==> src/design/layer_blend_weight_store_core_macros.svh <==
// assertion helpers for the layer blend weight store
`ifndef LAYER_BLEND_WEIGHT_STORE_CORE_MACROS_SVH
`define LAYER_BLEND_WEIGHT_STORE_CORE_MACROS_SVH
`ifndef NO_ASSERTIONS
// same-cycle implication
`define LBW_ASSERT_IMPL(label, clk, rst, ante, cons) \
   label: assert property (@(posedge clk) disable iff (rst) (ante) |-> (cons)) \
      else $error("lbw check failed");
// next-cycle implication
`define LBW_ASSERT_NEXT(label, clk, rst, ante, cons) \
   label: assert property (@(posedge clk) disable iff (rst) (ante) |=> (cons)) \
      else $error("lbw check failed");
`else
`define LBW_ASSERT_IMPL(label, clk, rst, ante, cons)
`define LBW_ASSERT_NEXT(label, clk, rst, ante, cons)
`endif
`endif

==> src/design/lbw_pkg.sv <==
`default_nettype none

package lbw_pkg;

   // field widths
   localparam int OP_W    = 2;
   localparam int COORD_W = 6;
   localparam int LAYER_W = 3;
   localparam int ALPHA_W = 8;
   localparam int COUNT_W = 4;

   // operation codes
   localparam logic [OP_W-1:0] OP_WRITE = 2'd0;
   localparam logic [OP_W-1:0] OP_READ  = 2'd1;
   localparam logic [OP_W-1:0] OP_QUERY = 2'd2;

   // fixed point: scale is Q1.16
   localparam int SCALE_W = 17;
   localparam logic [SCALE_W-1:0] SCALE_ONE    = 17'd65536;
   localparam logic [SCALE_W-1:0] SCALE_THRESH = 17'd655;

   // shared multiplier widths
   localparam int MUL_A_W = 25;
   localparam int PROD_W  = MUL_A_W + SCALE_W;
   localparam int BIAS_W  = 25;
   localparam int FIX_W   = 26;
   localparam int QUO_W   = PROD_W - 24;

   // 2^24 / 255 rounded down, for division by 255
   localparam logic [SCALE_W-1:0] RECIP_255 = 17'd65793;
   localparam logic [ALPHA_W-1:0] ALPHA_MAX = 8'd255;

   // operand choice for the shared multiplier
   typedef enum logic [1:0] {
      MUL_ALPHA_SCALE,
      MUL_COMPL_SCALE,
      MUL_RECIP,
      MUL_SCALE_MAX
   } mul_sel_type;

   typedef struct packed {
      mul_sel_type mul_sel;
      logic        mul_en;
      logic        bias_en;
   } unit_ctl_type;

   // sequencer states
   typedef enum logic [3:0] {
      ST_CLEAR,
      ST_IDLE,
      ST_WRITE,
      ST_RD_ADDR,
      ST_RD_EMIT,
      ST_Q_EMPTY,
      ST_Q_ADDR,
      ST_Q_MULW,
      ST_Q_MULS,
      ST_Q_BIAS,
      ST_Q_RECIP,
      ST_Q_FIX,
      ST_Q_EMIT,
      ST_L_MUL,
      ST_L_EMIT
   } state_type;

endpackage

`default_nettype wire

==> src/design/lbw_blend_unit.sv <==
`default_nettype none

module lbw_blend_unit (
   input  logic                        clock,
   input  lbw_pkg::unit_ctl_type       ctl,
   input  logic [lbw_pkg::ALPHA_W-1:0] alpha,
   input  logic [lbw_pkg::SCALE_W-1:0] scale,
   output logic [lbw_pkg::ALPHA_W-1:0] weight,
   output logic [lbw_pkg::SCALE_W-1:0] scale_next
);
   import lbw_pkg::*;

   logic [MUL_A_W-1:0] op_a;
   logic [SCALE_W-1:0] op_b;
   logic [PROD_W-1:0]  prod_ff;
   logic [PROD_W-1:0]  prod_in;
   logic [BIAS_W-1:0]  bias_ff;
   logic [BIAS_W-1:0]  bias_in;
   logic [24:0]        wsum;
   logic [QUO_W-1:0]   quo;
   logic [FIX_W-1:0]   quo_x255;
   logic [FIX_W-1:0]   rem;

   // operand select for the one multiplier
   always_comb begin
      unique case (ctl.mul_sel)
         MUL_ALPHA_SCALE: begin
            op_a = MUL_A_W'(alpha);
            op_b = scale;
         end
         MUL_COMPL_SCALE: begin
            op_a = MUL_A_W'(ALPHA_MAX - alpha);
            op_b = scale;
         end
         MUL_RECIP: begin
            op_a = bias_ff;
            op_b = RECIP_255;
         end
         MUL_SCALE_MAX: begin
            op_a = MUL_A_W'(ALPHA_MAX);
            op_b = scale;
         end
         default: begin
            op_a = '0;
            op_b = '0;
         end
      endcase
   end

   assign prod_in = PROD_W'(op_a) * PROD_W'(op_b);

   // rounding bias ahead of the divide by 255
   assign bias_in = prod_ff[BIAS_W-1:0] + BIAS_W'(127);

   always_ff @(posedge clock) begin
      if (ctl.mul_en) begin
         prod_ff <= prod_in;
      end
      if (ctl.bias_en) begin
         bias_ff <= bias_in;
      end
   end

   // weight = (product + 0.5) >> 16
   assign wsum   = 25'(prod_ff[23:0]) + 25'd32768;
   assign weight = wsum[23:16];

   // reciprocal quotient is exact or one short: fix with one compare
   assign quo        = prod_ff[PROD_W-1:24];
   assign quo_x255   = {FIX_W'(quo)} << 8;
   assign rem        = FIX_W'(bias_ff) - (quo_x255 - FIX_W'(quo));
   assign scale_next = (rem >= FIX_W'(ALPHA_MAX)) ? SCALE_W'(quo + QUO_W'(1))
                                                  : SCALE_W'(quo);

endmodule

`default_nettype wire

==> config.mk <==
export PLATFORM = sky130hd
export DESIGN_NAME = lbw_blend_unit
export DESIGN_NICKNAME = d
export VERILOG_FILES = /design/src/design/layer_blend_weight_store_core_macros.svh /design/src/design/lbw_pkg.sv /design/src/design/lbw_blend_unit.sv
export SDC_FILE = /design/constraint.sdc
export NUM_CORES = 1
export LEC_CHECK = 0
export BUFFER_PORTS_ARGS = -buffer_cell sky130_fd_sc_hd__buf_2
export CAP_MARGIN = 25
export CORE_UTILIZATION = 40
export DETAILED_ROUTE_END_ITERATION = 10
export GPL_ROUTABILITY_DRIVEN = 1
export PLACE_DENSITY = 0.56
export RECOVER_POWER = 100
export SYNTH_ARGS = -nofsm -noshare
export SYNTH_HDL_FRONTEND = slang
export SYNTH_SLANG_ARGS = --single-unit
==> constraint.sdc <==
create_clock -name clock -period 8.4 [get_ports clock]
set_input_delay 0.42 -clock clock [delete_from_list [all_inputs] [get_ports clock]]
set_output_delay 0.42 -clock clock [all_outputs]
set_load 0.01 [all_outputs]
==> flow_summary.json <==
{
  "synth_top_family_by_area": "adder cells",
  "cts_tree": "built",
  "die_h_um": 211,
  "reg2reg_to": "prod_ff[40]",
  "synth.area.mux_share_pct": 0.315,
  "htree_levels": 3,
  "hold_ws_ps": 533,
  "cp-start-kind": "primary input",
  "setup_viol_count_final": 0,
  "multi_input_area_um2": 14200,
  "tns_ps": 0,
  "wl_per_cell_um": 15.5,
  "synth_cell_type_count": 72,
  "grt_pass1_vias": 13100,
  "timing.rr.start": "bias_ff[3]",
  "reg2reg_depth": 20,
  "drive_above_1_share_pct": 3.38,
  "arrival_ps": 7790,
  "violations": "capacitance limit, slew limit",
  "syn_area_um2": 17500,
  "ys_ff_latch": 67,
  "num_rows": 76,
  "clk_latency_ps": 340,
  "syn_area_per_cell_um2": 9.32,
  "regArea_um2": 2010,
  "final_nets": 2698,
  "cap_violations": 2,
  "max_freq_ghz": 0.130,
  "path_clk_slew_ps": 60,
  "fin_worst_skew_ps": 15.3,
  "routed_wl_mm": 42.6,
  "clkSinkCount": 67,
  "cts_setup_buffers": 0,
  "worst_hold_path.endpoint": "prod_ff[0]",
  "finalHoldViolations": 0,
  "dp_hpwl_mm": 37.9,
  "required_ps": 8490,
  "fin_crit_ps": 7690,
  "synth_flop_cell": "edfxtp_1",
  "relSlewSlack_pct": -66.8,
  "synth-async-reset-ratio_pct": 0,
  "drv_slew": 61,
  "cp-end-kind": "flip-flop",
  "cts_made_buffers": 9,
  "die_w_um": 211,
  "drtAntennaViolNets": 0,
  "rsz0062_at_grt": "false",
  "syn_to_final_growth_pct": 12.3,
  "io_pins": 55,
  "antenna_found_initial": 0,
  "dieArea_um2": 44600,
  "port_buffers": 54,
  "cts_max_path_buffers": 2,
  "grt_util_all_layers_pct": 20.3,
  "fill_cells": 4331,
  "synth_xor_area_share_pct": 5.16,
  "yosys.area_share.adder_pct": 51.8,
  "place_congestion": 0.951,
  "crit_type": "in2reg",
  "postSynthCellCount": 1876,
  "start_util_pct": 40.6,
  "status": "complete, but fails checks",
  "drc": 0,
  "synthSimpleGateAreaFrac_pct": 11.5,
  "cts-root-buf": "clkbuf_16",
  "drtIter0Drc": 809,
  "ys_seq_area_share_pct": 11.5,
  "worstHoldStart": "scale[0]",
  "holdPathStages": 2,
  "grt_overflow": 0,
  "synth_compound_area_share_pct": 7.66,
  "cts_resized": 0,
  "grt_max_degree": 45,
  "cts.hold.buffers_added": 0,
  "synth_edf_count": 67,
  "diodes": 0,
  "fp.coreArea_um2": 43100,
  "yosys_warnings": 0,
  "first_pass_iters": 5,
  "tightest_slew_ps": 2480,
  "cp_max_fo": 27,
  "drt-vias-per-instance": 4.64,
  "grt_pass1_wl_mm": 69.5,
  "vias": 12700,
  "min_path_type": "in2reg",
  "post-route-period-util_pct": 91.6,
  "reg2reg_slack_ps": 1210
}
[layout by cell type (no fill, tap or decap), drive strengths merged, types with 8 or more instances in the layout]
| master | count |
|---|---|
| inv | 526 |
| fa | 354 |
| conb | 238 |
| ha | 158 |
| nand2 | 152 |
| nor2 | 99 |
| xnor2 | 78 |
| edfxtp | 67 |
| a21oi | 63 |
| nand3 | 49 |
| o21ai | 43 |
| buf | 42 |
| clkbuf | 35 |
| xor2 | 25 |
| nand2b | 23 |
| nor2b | 21 |
| a21o | 14 |
| nand4 | 13 |
| nor3 | 13 |
| nor4 | 11 |
| a211oi | 10 |
| and2 | 9 |
| a22oi | 8 |
[through the flow]
stage / cell area (µm²) / instances / utilization (%) / worst slack [ps]
after CTS: 19700 / 2746 / 45.7 / 770
final: 19600 / 2746 / 45.6 / 706
after global placement: 19400 / 2730 / 45.0 / 529
after detailed placement: 19400 / 2730 / 45.0 / 445
after global routing: 19600 / 2746 / 45.6 / 322
after floorplan: 18400 / 2112 / - / 888
[area by class of cell]
type,instances,share of cell area [%]
well taps,585,3.73
clock inverters,7,0.542
multi-input cells,1487,72.6
flip-flops and latches,67,10.2
clock buffers,9,1.15
repair buffers,68,1.78
inverters,523,10.0
[routing by layer]
metal / wire, µm / share of wire [%] / vias to the layer above / global-route usage (%)
met5: 0 / 0 / - / 0
met4: 951 / 2.2 / 0 / 4.17
met3: 1590 / 3.7 / 59 / 1.77
met2: 20400 / 48 / 277 / 33.4
met1: 19700 / 46 / 6292 / 29.1
li1: - / - / 6110 / -
[registers in the layout (all words and copies together) (netlist names)]
name     count
bias_ff     25
prod_ff     42
[critical path, stage by stage]
cell and delay (ps):
buf_2 370, nand2b_1 200, buf_4 290, and2_0 350, nand2_1 130, fa_1 510
inv_1 60, fa_1 510, fa_1 570, fa_1 530, fa_1 560, inv_1 60
fa_1 550, inv_1 60, ha_1 380, a21oi_1 230, o21ai_0 130, a311o_1 400
a221o_1 300, a21oi_1 290, nand3b_1 180, a31oi_1 150, a211o_1 290, a21oi_1 170
xnor2_1 80
[worst max path at each step]
stage | startpoint | endpoint | slack, ps | depth (start not counted)
floorplan | ctl[2] | prod_ff[40] | 890 | 27
global placement | ctl[2] | prod_ff[41] | 530 | 25
detailed placement | ctl[2] | prod_ff[41] | 450 | 25
CTS | ctl[2] | prod_ff[41] | 770 | 25
global route | ctl[2] | prod_ff[40] | 320 | 24
finish | ctl[2] | prod_ff[41] | 710 | 25
[synth_stat cells, drive strengths merged, types with 3 or more instances]
library cell / instances / area share, %
a2111oi: 4 / 0.27
a211o: 3 / 0.15
a211oi: 10 / 0.43
a21boi: 3 / 0.13
a21o: 14 / 0.60
a21oi: 63 / 1.8
a221o: 3 / 0.17
a221oi: 4 / 0.20
a22oi: 8 / 0.34
a31o: 3 / 0.15
a31oi: 6 / 0.21
and2: 9 / 0.34
and3: 7 / 0.25
buf: 3 / 0.11
clkbuf: 32 / 0.69
edfxtp: 67 / 12
fa: 354 / 41
ha: 158 / 11
inv: 522 / 11
mux2: 4 / 0.26
nand2: 152 / 3.3
nand2b: 23 / 0.82
nand3: 49 / 1.4
nand3b: 4 / 0.17
nand4: 13 / 0.46
nor2: 99 / 2.1
nor2b: 21 / 0.75
nor3: 13 / 0.40
nor3b: 3 / 0.13
nor4: 11 / 0.48
o2111ai: 4 / 0.20
o211ai: 4 / 0.17
o21a: 7 / 0.30
o21ai: 43 / 1.3
o21bai: 7 / 0.30
o22ai: 3 / 0.11
o31ai: 3 / 0.13
or2: 4 / 0.14
or3: 3 / 0.11
or4: 3 / 0.13
xnor2: 78 / 3.9
xor2: 25 / 1.3
[cell families after synthesis]
logic type | Yosys count
other | 2
adders and majority gates | 512
xor gates and xnor gates | 103
AOI/OAI and AO/OA | 206
DFF | 67
muxes | 5
buffers and inverters | 558
and+or+nand+nor | 423
Power is not shown: default switching activity piles up to over one toggle a cycle in this logic, so the estimate is an artifact.
